$ cat src/rtl/scpf_pkg.sv
// Shared types and constants for the scanline pixel format converter.
// No dependencies; used by every module of the block.
package scpf_pkg;

    typedef enum logic [1:0] {
        FMT_XRGB32 = 2'd0,
        FMT_RGB24  = 2'd1,
        FMT_RGB565 = 2'd2,
        FMT_RGB555 = 2'd3
    } fmt_t;

    localparam logic [0:0]  REG_PIXEL_FORMAT = 1'b0;
    localparam logic [0:0]  REG_LINE_WIDTH   = 1'b1;

    localparam logic [13:0] LINE_WIDTH_RESET = 14'd1024;
    localparam logic [7:0]  ALPHA_OPAQUE     = 8'hFF;

    typedef struct packed {
        logic [7:0] blue;
        logic [7:0] green;
        logic [7:0] red;
        logic [7:0] fourth;
    } pixel_t;

    // Up to two pixels produced by one source word.
    typedef struct packed {
        pixel_t px0;
        pixel_t px1;
        logic   le0;    // line end on first pixel
        logic   le1;    // line end on second pixel
        logic   two;    // second pixel present
    } pair_t;

endpackage

$ cat src/rtl/scpf_decode.sv
// Word decoder: unpacks one source word into up to two XRGB pixels.
// Handles 24-bit byte carry. Depends on scpf_pkg.
module scpf_decode (
    input  logic [31:0]          word,
    input  scpf_pkg::fmt_t       fmt,
    input  logic [15:0]          carry_bytes,
    input  logic [1:0]           carry_count,
    output scpf_pkg::pixel_t     px0,
    output scpf_pkg::pixel_t     px1,
    output logic                 made_two,
    output logic [15:0]          carry_bytes_next,
    output logic [1:0]           carry_count_next
);

    function automatic scpf_pkg::pixel_t expand_565(input logic [7:0] lo, input logic [7:0] hi);
        scpf_pkg::pixel_t p;
        p.blue   = {lo[4:0], 3'b000};
        p.green  = {hi[2:0], lo[7:5], 2'b00};
        p.red    = {hi[7:3], 3'b000};
        p.fourth = scpf_pkg::ALPHA_OPAQUE;
        return p;
    endfunction

    function automatic scpf_pkg::pixel_t expand_555(input logic [7:0] lo, input logic [7:0] hi);
        scpf_pkg::pixel_t p;
        p.blue   = {lo[4:0], 3'b000};
        p.green  = {hi[1:0], lo[7:5], 3'b000};
        p.red    = {hi[6:2], 3'b000};
        p.fourth = scpf_pkg::ALPHA_OPAQUE;
        return p;
    endfunction

    logic [7:0] b0, b1, b2, b3, c0, c1;

    assign b0 = word[7:0];
    assign b1 = word[15:8];
    assign b2 = word[23:16];
    assign b3 = word[31:24];
    assign c0 = carry_bytes[7:0];
    assign c1 = carry_bytes[15:8];

    always_comb
    begin
        px0              = '{blue: b0, green: b1, red: b2, fourth: b3};
        px1              = px0;
        made_two         = 1'b0;
        carry_bytes_next = 16'h0000;
        carry_count_next = 2'd0;
        case (fmt)
            scpf_pkg::FMT_XRGB32:
            begin
                px0 = '{blue: b0, green: b1, red: b2, fourth: b3};
            end
            scpf_pkg::FMT_RGB24:
            begin
                case (carry_count)
                    2'd0:
                    begin
                        px0              = '{blue: b0, green: b1, red: b2,
                                             fourth: scpf_pkg::ALPHA_OPAQUE};
                        carry_bytes_next = {8'h00, b3};
                        carry_count_next = 2'd1;
                    end
                    2'd1:
                    begin
                        px0              = '{blue: c0, green: b0, red: b1,
                                             fourth: scpf_pkg::ALPHA_OPAQUE};
                        carry_bytes_next = {b3, b2};
                        carry_count_next = 2'd2;
                    end
                    default:
                    begin
                        // two bytes held: two whole pixels, nothing left over
                        px0      = '{blue: c0, green: c1, red: b0,
                                     fourth: scpf_pkg::ALPHA_OPAQUE};
                        px1      = '{blue: b1, green: b2, red: b3,
                                     fourth: scpf_pkg::ALPHA_OPAQUE};
                        made_two = 1'b1;
                    end
                endcase
            end
            scpf_pkg::FMT_RGB565:
            begin
                px0      = expand_565(b0, b1);
                px1      = expand_565(b2, b3);
                made_two = 1'b1;
            end
            default:
            begin
                px0      = expand_555(b0, b1);
                px1      = expand_555(b2, b3);
                made_two = 1'b1;
            end
        endcase
    end

endmodule

$ cat src/rtl/scpf_serial.sv
// Result register and pixel serializer: holds one or two pixels of a word
// and sends them out one transfer at a time. Depends on scpf_pkg.
module scpf_serial (
    input  logic                 clk,
    input  logic                 rst_n,
    input  logic                 load,
    input  scpf_pkg::pair_t      load_pair,
    output logic                 free,
    output logic                 out_valid,
    input  logic                 out_stall,
    output scpf_pkg::pixel_t     out_pixel,
    output logic                 out_line_end,
    output logic                 out_burst_last
);

    logic             busy_reg, busy_next;
    logic             sel_reg, sel_next;
    scpf_pkg::pair_t  pair_reg;
    logic             last;
    logic             xfer;

    assign last           = sel_reg | ~pair_reg.two;
    assign xfer           = busy_reg & ~out_stall;
    assign free           = ~busy_reg | (xfer & last);

    assign out_valid      = busy_reg;
    assign out_pixel      = sel_reg ? pair_reg.px1 : pair_reg.px0;
    assign out_line_end   = sel_reg ? pair_reg.le1 : pair_reg.le0;
    assign out_burst_last = last;

    always_comb
    begin
        busy_next = busy_reg;
        sel_next  = sel_reg;
        if (xfer)
        begin
            if (last)
            begin
                busy_next = 1'b0;
            end
            else
            begin
                sel_next = 1'b1;
            end
        end
        if (load)
        begin
            busy_next = 1'b1;
            sel_next  = 1'b0;
        end
    end

    always_ff @(posedge clk or negedge rst_n)
    begin
        if (!rst_n)
        begin
            busy_reg <= 1'b0;
            sel_reg  <= 1'b0;
        end
        else
        begin
            busy_reg <= busy_next;
            sel_reg  <= sel_next;
        end
    end

    always_ff @(posedge clk)
    begin
        if (load)
        begin
            pair_reg <= load_pair;
        end
    end

endmodule

$ cat src/rtl/scanline_pixel_format_converter.sv
// Top level of the scanline pixel format converter: config registers, input
// register, line state and pixel counting. Uses scpf_pkg, scpf_decode, scpf_serial.
//
// Takes one 32-bit little-endian source word per transfer and emits 32-bit
// pixels (blue, green, red, fourth byte), one per output transfer. Formats:
// passthrough 32-bit (1 pixel/word), packed 24-bit (1 or 2 pixels/word, bytes
// carried between words), 5-6-5 and 5-5-5 (2 pixels/word, channels expanded
// with zero low bits, fourth byte 0xFF). Raise line_start on the first word
// of each scanline; after line_width pixels (clamped to MAX_LINE_WIDTH) the
// last pixel carries line_end and further words of that line are dropped.
// burst_last marks the last pixel from each word. Timing: a word sits in the
// input register, is decoded and lands in the result register; a new word is
// taken every cycle while words yield one pixel each and out_stall is low. The
// single output port is the limit: a word yielding two pixels occupies the
// output for two transfers, so two-pixel formats take a new word only once
// both pixels of the previous word are sent. Words yielding no pixel (line already complete) are dropped.
// Configuration writes are always accepted (cfg_ready is tied high) and must
// only be issued while the block is idle.
module scanline_pixel_format_converter #(
    parameter int MAX_LINE_WIDTH = 8192
) (
    input  logic        clk,
    input  logic        rst_n,

    // configuration write channel
    input  logic        cfg_valid,
    output logic        cfg_ready,
    input  logic [0:0]  cfg_index,
    input  logic [31:0] cfg_data,

    // source word channel
    input  logic        in_valid,
    output logic        in_stall,
    input  logic [31:0] source_word,
    input  logic        line_start,

    // pixel channel
    output logic        out_valid,
    input  logic        out_stall,
    output logic [7:0]  blue_value,
    output logic [7:0]  green_value,
    output logic [7:0]  red_value,
    output logic [7:0]  fourth_byte,
    output logic        line_end,
    output logic        burst_last
);

    // ------------------------------------------------------------------
    // Configuration registers
    // ------------------------------------------------------------------
    scpf_pkg::fmt_t  pixel_format_reg;
    logic [13:0]     line_width_reg;

    assign cfg_ready = 1'b1;

    always_ff @(posedge clk or negedge rst_n)
    begin
        if (!rst_n)
        begin
            pixel_format_reg <= scpf_pkg::FMT_XRGB32;
            line_width_reg   <= scpf_pkg::LINE_WIDTH_RESET;
        end
        else if (cfg_valid && cfg_ready)
        begin
            case (cfg_index)
                scpf_pkg::REG_PIXEL_FORMAT: pixel_format_reg <= scpf_pkg::fmt_t'(cfg_data[1:0]);
                scpf_pkg::REG_LINE_WIDTH:   line_width_reg   <= cfg_data[13:0];
                default: ;
            endcase
        end
    end

    // Effective line width; widths above the limit act as the limit.
    logic [13:0] limit;
    assign limit = (int'(line_width_reg) > MAX_LINE_WIDTH) ? 14'(MAX_LINE_WIDTH)
                                                           : line_width_reg;

    // ------------------------------------------------------------------
    // Input register
    // ------------------------------------------------------------------
    logic        s1_valid_reg, s1_valid_next;
    logic [31:0] s1_word_reg;
    logic        s1_start_reg;
    logic        s1_adv;       // word in input register is consumed this cycle
    logic        ser_free;
    logic        in_xfer;

    assign s1_adv   = s1_valid_reg & ser_free;
    assign in_stall = s1_valid_reg & ~ser_free;
    assign in_xfer  = in_valid & ~in_stall;

    always_comb
    begin
        s1_valid_next = s1_valid_reg;
        if (s1_adv)
        begin
            s1_valid_next = 1'b0;
        end
        if (in_xfer)
        begin
            s1_valid_next = 1'b1;
        end
    end

    always_ff @(posedge clk or negedge rst_n)
    begin
        if (!rst_n)
        begin
            s1_valid_reg <= 1'b0;
        end
        else
        begin
            s1_valid_reg <= s1_valid_next;
        end
    end

    always_ff @(posedge clk)
    begin
        if (in_xfer)
        begin
            s1_word_reg  <= source_word;
            s1_start_reg <= line_start;
        end
    end

    // ------------------------------------------------------------------
    // Line state: 24-bit carry and pixel count
    // ------------------------------------------------------------------
    logic [15:0] carry_bytes_reg, carry_bytes_next;
    logic [1:0]  carry_count_reg, carry_count_next;
    logic [13:0] pixels_done_reg, pixels_done_next;

    // line_start clears carry and count before the word is used
    logic [15:0] carry_bytes_cur;
    logic [1:0]  carry_count_cur;
    logic [13:0] pd_cur;

    assign carry_bytes_cur = s1_start_reg ? 16'h0000 : carry_bytes_reg;
    assign carry_count_cur = s1_start_reg ? 2'd0     : carry_count_reg;
    assign pd_cur          = s1_start_reg ? 14'd0    : pixels_done_reg;

    scpf_pkg::pixel_t dec_px0, dec_px1;
    logic             dec_two;
    logic [15:0]      dec_carry_bytes;
    logic [1:0]       dec_carry_count;

    scpf_decode u_decode (
        .word             (s1_word_reg),
        .fmt              (pixel_format_reg),
        .carry_bytes      (carry_bytes_cur),
        .carry_count      (carry_count_cur),
        .px0              (dec_px0),
        .px1              (dec_px1),
        .made_two         (dec_two),
        .carry_bytes_next (dec_carry_bytes),
        .carry_count_next (dec_carry_count)
    );

    // Pixels still needed on this line decide how many of the word's pixels go out.
    logic        room;
    logic [13:0] remaining;
    logic        emit0, emit1;
    logic [1:0]  emit_count;

    assign room       = pd_cur < limit;
    assign remaining  = limit - pd_cur;
    assign emit0      = room;
    assign emit1      = room & dec_two & (remaining != 14'd1);
    assign emit_count = {1'b0, emit0} + {1'b0, emit1};

    scpf_pkg::pair_t load_pair;

    assign load_pair.px0 = dec_px0;
    assign load_pair.px1 = dec_px1;
    assign load_pair.le0 = (remaining == 14'd1);
    assign load_pair.le1 = (remaining == 14'd2);
    assign load_pair.two = emit1;

    always_comb
    begin
        carry_bytes_next = carry_bytes_reg;
        carry_count_next = carry_count_reg;
        pixels_done_next = pixels_done_reg;
        if (s1_adv)
        begin
            carry_bytes_next = dec_carry_bytes;
            carry_count_next = dec_carry_count;
            pixels_done_next = pd_cur + 14'(emit_count);
        end
    end

    always_ff @(posedge clk or negedge rst_n)
    begin
        if (!rst_n)
        begin
            carry_bytes_reg <= 16'h0000;
            carry_count_reg <= 2'd0;
            pixels_done_reg <= 14'd0;
        end
        else
        begin
            carry_bytes_reg <= carry_bytes_next;
            carry_count_reg <= carry_count_next;
            pixels_done_reg <= pixels_done_next;
        end
    end

    // ------------------------------------------------------------------
    // Result register and output serializer
    // ------------------------------------------------------------------
    scpf_pkg::pixel_t out_pixel;

    scpf_serial u_serial (
        .clk            (clk),
        .rst_n          (rst_n),
        .load           (s1_adv & emit0),
        .load_pair      (load_pair),
        .free           (ser_free),
        .out_valid      (out_valid),
        .out_stall      (out_stall),
        .out_pixel      (out_pixel),
        .out_line_end   (line_end),
        .out_burst_last (burst_last)
    );

    assign blue_value  = out_pixel.blue;
    assign green_value = out_pixel.green;
    assign red_value   = out_pixel.red;
    assign fourth_byte = out_pixel.fourth;

    // ------------------------------------------------------------------
    // Assertions
    // ------------------------------------------------------------------

    // At most two carried bytes in 24-bit mode.
    a_carry_le_two: assert property (@(posedge clk) disable iff (!rst_n)
        carry_count_reg != 2'd3)
        else $error("carry count out of range");

    // Carry survives only in packed 24-bit mode.
    a_carry_only_24: assert property (@(posedge clk) disable iff (!rst_n)
        s1_adv && pixel_format_reg != scpf_pkg::FMT_RGB24 |=> carry_count_reg == 2'd0)
        else $error("carry kept outside 24-bit mode");

    // A line end on a word's pixel is always that word's last pixel.
    a_line_end_last: assert property (@(posedge clk) disable iff (!rst_n)
        out_valid && line_end |-> burst_last)
        else $error("pixel after line end in same word");

    // Second pixel of a word follows right after the first is taken.
    a_second_follows: assert property (@(posedge clk) disable iff (!rst_n)
        out_valid && !out_stall && !burst_last |=> out_valid)
        else $error("second pixel of word lost");

endmodule
$ cat config.mk
export PLATFORM = sky130hd
export DESIGN_NAME = scanline_pixel_format_converter
export DESIGN_NICKNAME = d
export VERILOG_FILES = /design/src/rtl/scpf_pkg.sv /design/src/rtl/scpf_decode.sv /design/src/rtl/scpf_serial.sv /design/src/rtl/scanline_pixel_format_converter.sv
export SDC_FILE = /design/constraint.sdc
export NUM_CORES = 1
export LEC_CHECK = 0
export ABC_AREA = 1
export BUFFER_PORTS_ARGS = -buffer_cell sky130_fd_sc_hd__buf_2
export CORE_MARGIN = 5
export CORE_UTILIZATION = 53
export DETAILED_ROUTE_END_ITERATION = 8
export PLACE_DENSITY_LB_ADDON = 0.2
export SETUP_SLACK_MARGIN = 0.3
export SLEW_MARGIN = 15
export SYNTH_ARGS = -nofsm -noshare
export SYNTH_HDL_FRONTEND = slang
export SYNTH_SLANG_ARGS = --single-unit
$ cat constraint.sdc
create_clock -name clk -period 13.42 [get_ports clk]
set_clock_uncertainty 0.1 [all_clocks]
set_input_delay 2.684 -clock clk [delete_from_list [all_inputs] [get_ports clk]]
set_output_delay 2.684 -clock clk [all_outputs]
set_load 0.05 [all_outputs]
==> metrics.cfg, run 1 <==
[outcome]
status = complete, no violations

[floorplanning]
initial_utilization_pct = 53.3
die_area_sq_um = 18400
dieWidth_microns = 136
num_rows = 46
fp.coreArea_sq_um = 15700
fp.dieH_microns = 136
io_pins = 108

[worst_setup_path]
setup.worst_path.end_class = output pin
worst-endpoint-required_ns = 10.64
crit_fanout = 3
cp_data_arrival_time_ns = 3.32
critical_path_class = in2out
crit_path_start_kind = input pin

[drt]
wl_mm = 21.6
drc = 0
ant_nets = 0
drt-vias-per-instance = 5.48
via_count = 7190
drt_iter0_markers = 828
firstDrtPassIters = 6
avgRoutedWirePerCell_microns = 16.5

[cells_and_area]
areaGrowthSynthToFinish_pct = 14.8
postLayoutCellArea_sq_um = 9610
drive_gt1_share_pct = 14.2
nets = 1175
diodes = 0
largest_reg_flops = 67

[sta]
final.min_clock_period_ns = 6.10
holdWs_ns = 0.381
min_period_over_period_pct = 45.5
rsz0062_at_grt = false
relSlewSlack_pct = 37.9
worstMarginPinSlew_ns = 0.928
drv_slew = 0
setup_viol = 0
setup_tns_ns = 0
achievable-frequency_ghz = 0.164
hold_viol = 0

[clocking]
numCtsBuffers = 17
cts_resized = 0
clockBufferDepth = 2
clkTransAtPathRegs_ns = 0.07
cts_hold_buf = 0
post_cts_buffers = 0
tritoncts = yes
worstSkewPairLatency_ns = 0.43
cts_max_level = 4
cts-root-buf = clkbuf_16
cts.sinks = 151

[min_path]
hold_path.class = reg2reg

[synth]
syn_area_sq_um = 8370
synth_cells = 1008
synthesis.nets = 1100
synthArstFlopShare_pct = 33.8
synth-seq-cells = 151
yosys_warnings = 0
yosysSeqAreaShare_pct = 51.1
ys.flop_type = edfxtp_1
synth_edf_count = 100
synth.avg_cell_area_sq_um = 8.31
synth.distinct_cells = 44

[global_routing]
antenna_found_initial = 0
grt_max_degree = 65
first_global_vias = 6566
grt_usage_pct = 24.0
grt_pass1_wl_mm = 34.3
grt_overflow_total = 0

[placed_design]
gp_congestion = 0.912
port_buffers = 88
postPlaceCellArea_sq_um = 8970
hpwlAfterDp_mm = 14.9

[flow_run]
maxCapViolCount = 0

[power_and_ir_drop]
p_leak_uw = 0.00439
power_density_nw_per_um2 = 202
ir_drop_uv = 117

-- area by class of cell --
cell class | count | area [sq um]
inverters | 130 | 498
fillers | 1386 | 6100
flip-flops and latches | 151 | 4280
clock buffers | 17 | 425
well taps | 216 | 270
multi-input cells | 687 | 3420
clock inverters | 15 | 211
repair buffers | 96 | 500
-- worst paths after layout --
check,depth (start not counted),to,slack (ns),start
setup reg to reg,26,pixels_done_reg[12],8.91,line_width_reg[2]
setup / recovery,6,in_stall,7.32,out_stall
max in group asynchronous,2,line_width_reg[3],10.48,rst_n
hold / removal,2,carry_bytes_reg[15],0.38,carry_bytes_reg[15]
hold reg to reg,2,carry_bytes_reg[15],0.38,carry_bytes_reg[15]
min in group asynchronous,2,pixels_done_reg[1],2.28,rst_n
-- cell usage in the layout (no fill, tap or decap), types with 11 or more instances in the layout --
master,instances
a21oi_1,63
inv_1,124
nand3_1,25
a32oi_1,20
nand2_1,310
edfxtp_1,100
ha_1,19
o21ai_0,100
nor2_1,59
clkbuf_16,17
buf_2,88
nor3_1,11
dfrtp_1,50
-- through the flow --
step	setup slack (ns)	util [%]	power, uW	cells
2_1_floorplan	6.89	-	1250	1008
3_3_place_gp	7.32	57.1	1420	1280
3_5_place_dp	7.31	57.1	1430	1280
4_1_cts	7.31	61.2	1950	1312
5_1_grt	7.26	61.2	2050	1312
6_report	7.32	61.2	1940	1312
-- power by group --
| part | leakage, uW | switching [uW] | total, uW | internal, uW |
|---|---|---|---|---|
| registers | 0.00161 | 51.1 | 689 | 637 |
| clock network | 0.000310 | 203 | 518 | 316 |
| logic | 0.00247 | 560 | 737 | 177 |
-- cell families (layout without fill, tap and decap cells) --
| logic type | after synthesis | count (layout) | synth area share (%) |
|---|---|---|---|
| muxes | 1 | 1 | 0.134 |
| adders and majority gates | 21 | 21 | 3.32 |
| other | 1 | 1 | 0.0448 |
| AOI/OAI and AO/OA | 213 | 213 | 14.4 |
| xor gates and xnor gates | 13 | 13 | 1.36 |
| DFF | 151 | 151 | 51.1 |
| and+or+nand+nor | 438 | 438 | 21.6 |
| buffers and inverters | 170 | 258 | 8.07 |
-- synthesized netlist by cell type (3+ instances only) --
master	instances	area share [%]
o211ai_1	4	0.36
a32oi_1	20	2.1
o21ai_0	100	6.0
edfxtp_1	100	36
dfrtp_1	50	15
buf_2	4	0.24
xnor2_1	4	0.42
a31oi_1	5	0.37
xor2_1	9	0.94
a21oi_1	63	3.8
nor2_2	4	0.30
clkbuf_1	29	1.3
o221ai_1	10	1.0
nor2_1	60	2.7
buf_1	3	0.13
nand2_2	9	0.67
nor3_1	11	0.66
nor2_4	4	0.54
o21ai_1	8	0.48
ha_1	19	2.8
nand4_1	6	0.45
nand3_1	25	1.5
nand2_1	310	14
inv_1	124	5.6
-- routing by layer --
metal  GRT usage, %  vias up  wire length [microns]
met4           7.45        0                    450
met3           5.61       43                   1880
met1           33.0     3338                   9150
li1               -     3502                      -
met5              0        -                      0
met2           38.0      307                  10100
-- critical path: stages --
cell and delay (ns):
buf_2 0.07, inv_1 0.05, nand2_2 0.07, nand2_2 0.06
nor2_1 0.11, buf_2 0.28
No activity file was read; power rests on OpenSTA's default activity.
==> run 2: changes to the inputs <==
--- a/config.mk
+++ b/config.mk
@@ -5,7 +5,7 @@
 export SDC_FILE = /design/constraint.sdc
 export NUM_CORES = 1
 export LEC_CHECK = 0
-export ABC_AREA = 1
+export ABC_AREA = 0
 export BUFFER_PORTS_ARGS = -buffer_cell sky130_fd_sc_hd__buf_2
 export CORE_MARGIN = 5
 export CORE_UTILIZATION = 53
==> constraint.sdc (replaced) <==
create_clock -name clk -period 5.9 [get_ports clk]
set_clock_uncertainty 0.1 [all_clocks]
set_input_delay 1.18 -clock clk [delete_from_list [all_inputs] [get_ports clk]]
set_output_delay 1.18 -clock clk [all_outputs]
set_load 0.05 [all_outputs]
==> metrics.cfg, run 2 <==
[outcome]
status = complete, no violations  ; unchanged

[global_routing]
antenna_found_initial = 0  ; unchanged
grt_max_degree = 66  ; was 65
first_global_vias = 6341  ; was 6,566
grt_overflow_total = 0  ; unchanged
grt_pass1_wl_mm = 32.7  ; was 34.3 mm
grt_usage_pct = 22.7  ; was 24.0%

[clocking]
cts_hold_buf = 0  ; unchanged
cts_resized = 0  ; unchanged
numCtsBuffers = 17  ; unchanged
cts_max_level = 4  ; unchanged
clkTransAtPathRegs_ns = 0.06  ; was 0.07 ns
worstSkewPairLatency_ns = 0.42  ; was 0.43 ns
post_cts_buffers = 0  ; unchanged
cts.sinks = 151  ; unchanged
cts-root-buf = clkbuf_16  ; unchanged
clockBufferDepth = 2  ; unchanged
tritoncts = yes  ; unchanged

[sta]
setup_viol = 0  ; unchanged
min_period_over_period_pct = 80.3
rsz0062_at_grt = false  ; unchanged
final.min_clock_period_ns = 4.74
setup_tns_ns = 0  ; unchanged
worstMarginPinSlew_ns = 1.19  ; was 0.928 ns
achievable-frequency_ghz = 0.211
relSlewSlack_pct = 20.6  ; was 37.9%
hold_viol = 0  ; unchanged
holdWs_ns = 0.384  ; was 0.381 ns
drv_slew = 0  ; unchanged

[synth]
synth.distinct_cells = 60  ; was 44
yosys_warnings = 0  ; unchanged
synth-seq-cells = 151  ; unchanged
syn_area_sq_um = 8300  ; was 8370 sq um
synthArstFlopShare_pct = 33.8  ; unchanged
yosys-top-cells-count = nand2_1, edfxtp_1, o21ai_0, dfrtp_1, mux2_2  ; was nand2_1, inv_1, edfxtp_1, o21ai_0, a21oi_1
synth_cells = 805  ; was 1,008
synth.avg_cell_area_sq_um = 10.3  ; was 8.31 sq um
synthesis.nets = 897  ; was 1,100
synth_edf_count = 100  ; unchanged
synthMostInstantiatedCell = nand2_1  ; unchanged
synth_top_area_share_pct = 36.2  ; was 35.9%
synthTopCellsByArea = edfxtp_1, dfrtp_1, mux2_2  ; was edfxtp_1, dfrtp_1, nand2_1
yosysSeqAreaShare_pct = 51.6  ; was 51.1%
yosys.area.top_type = edfxtp_1  ; unchanged
ys.flop_type = edfxtp_1  ; unchanged

[drt]
drt-vias-per-instance = 5.99  ; was 5.48
wl_met3_mm = 1.69  ; was 1.88 mm
wl_mm = 20.4  ; was 21.6 mm
drc = 0  ; unchanged
met2_length_mm = 9.65  ; was 10.1 mm
via_count = 6558  ; was 7,190
firstDrtPassIters = 7  ; was 6
drt-met1-wl_mm = 8.74  ; was 9.15 mm
ant_nets = 0  ; unchanged
drt_iter0_markers = 777  ; was 828
avgRoutedWirePerCell_microns = 18.6  ; was 16.5 microns
top_layer = met4  ; unchanged

[min_path]
worstHoldEndpoint = pixels_done_reg[1]  ; was carry_bytes_reg[15]
hold_path.class = reg2reg  ; unchanged
whs_path_depth = 2  ; unchanged
worstHoldStart = pixels_done_reg[1]  ; was carry_bytes_reg[15]

[worst_setup_path]
cp_data_arrival_time_ns = 4.93  ; was 3.32 ns
r2r.worst_path.cells = 19  ; was 26
critical_path_class = reg2reg  ; was in2out
r2r_start = s1_start_reg  ; was line_width_reg[2]
setup.worst_path.end_class = register  ; was output pin
crit_fanout = 30  ; was 3
critPathSlowestCell = edfxtp_1  ; was buf_2
cp.depth = 19  ; was 6
worst-endpoint-required_ns = 6.09  ; was 10.64 ns
worstPathCellList = buf_4 > nor2b_1 > fa_1 > nand2b_1 > a211oi_1 > o21a_1 > o41ai_1 > a21oi_1 > nand2_1 > a21oi_1 > fa_1 > ha_1 > nand2_1 > nor2_1 > and3_1 > nand3_1 > nor3_1 > xnor2_1 > o21ai_0  ; was buf_2 > inv_1 > nand2_2 > nand2_2 > nor2_1 > buf_2
cp_top_family = simple AND/OR/NAND/NOR gates  ; was buffers and inverters
path_buf_inv = 1  ; was 3
crit_path_start_kind = register  ; was input pin
cpPeakStageDelay_ns = 0.50  ; was 0.28 ns
r2r-end = pixels_done_reg[12]  ; unchanged
rrSetupSlack_ns = 1.16  ; was 8.91 ns

[placed_design]
hpwlAfterDp_mm = 14.0  ; was 14.9 mm
gp_congestion = 0.916  ; was 0.912
port_buffers = 88  ; unchanged

[cells_and_area]
fin_util_pct = 61.7  ; was 61.2%
areaGrowthSynthToFinish_pct = 13.4  ; was 14.8%
nets = 962  ; was 1,175
diodes = 0  ; unchanged
fill_cells = 1251  ; was 1,386
largest_reg_flops = 67  ; unchanged
final_common_cell = nand2_1  ; unchanged
drive_gt1_share_pct = 22.9  ; was 14.2%
final_cell_mix = nand2_1, edfxtp_1, buf_2  ; was nand2_1, inv_1, o21ai_0, edfxtp_1, buf_2

[flow_run]
maxCapViolCount = 0  ; unchanged

[floorplanning]
dieWidth_microns = 135  ; was 136 microns
initial_utilization_pct = 54.4  ; was 53.3%
io_pins = 108  ; unchanged
num_rows = 45  ; was 46
fp.dieH_microns = 135  ; was 136 microns
fp.coreArea_sq_um = 15300  ; was 15,700 sq um
die_area_sq_um = 18300  ; was 18,400 sq um

[power_and_ir_drop]
p_leak_uw = 0.00385  ; was 0.00439 uW
power_density_nw_per_um2 = 449  ; was 202 nW/um^2
ir_drop_uv = 247  ; was 117 uV

==> run 2: cell count changes after synthesis, sizes merged, moves of 15 or more <==
cell | previous run | this run
mux2 | 1 | 49
inv | 128 | 39
nor2b | 0 | 15
a22oi | 0 | 16
nor2 | 68 | 38
nand2 | 320 | 132
o21ai | 108 | 73
a21oi | 63 | 44
nand2b | 0 | 20
==> run 2: cell type report <==
type,count,area [sq um],share of cell area [%]
clock buffers,18,429,4.56
multi-input cells,562,3630,38.6
well taps,211,264,2.80
flip-flops and latches,151,4280,45.4
clock inverters,14,128,1.36
inverters,39,146,1.55
repair buffers,99,536,5.69
==> run 2: cells by family after synthesis <==
| kind of cell | after synthesis | share of synthesized area (%) |
|---|---|---|
| adders and majority gates | 21 | 3.35 |
| other | 1 | 0.0452 |
| xor gates and xnor gates | 17 | 1.79 |
| muxes | 51 | 6.89 |
| buffers and inverters | 92 | 4.73 |
| AOI/OAI and AO/OA | 220 | 17.7 |
| DFF | 151 | 51.6 |
| and+or+nand+nor | 252 | 13.9 |
==> run 2: tightest hold or removal path: stages (launching register included) <==
cell and delay [ns]:
dfrtp_1 0.34, nand2_1 0.05, nand2_1 0.06
==> run 2: layer usage <==
metal  global-route usage [%]  up-vias
met5                        0        -
met4                     6.10        0
met3                     6.13       30
met2                     36.7      329
met1                     30.5     3143
li1                         -     3056
==> run 2: how the worst max path moves through the flow <==
| stage | from | endpoint | slack (ns) |
|---|---|---|---|
| floorplan | s1_start_reg | u_serial.pair_reg[0] | 1.32 |
| global placement | s1_start_reg | pixels_done_reg[12] | 1.25 |
| detailed placement | s1_start_reg | pixels_done_reg[12] | 1.19 |
| CTS | s1_start_reg | pixels_done_reg[12] | 1.16 |
| global route | s1_start_reg | pixels_done_reg[12] | 0.76 |
| finish | s1_start_reg | pixels_done_reg[12] | 1.16 |
==> run 2: per-stage QoR <==
| stage | cells | setup slack (ns) | total power (uW) | cell area (sq um) |
|---|---|---|---|---|
| final | 1094 | 1.16 | 4230 | 9420 |
| after floorplan | 805 | 1.32 | 2820 | 8300 |
| after global routing | 1094 | 0.759 | 4440 | 9420 |
| after detailed placement | 1062 | 1.19 | 3220 | 8860 |
| after CTS | 1094 | 1.16 | 4250 | 9420 |
| after global placement | 1062 | 1.25 | 3190 | 8860 |
==> run 2: power by group <==
group,leakage [uW],internal (uW),switching [uW]
registers,0.00161,1430,141
logic,0.00198,520,1130
clock network,0.000259,581,434
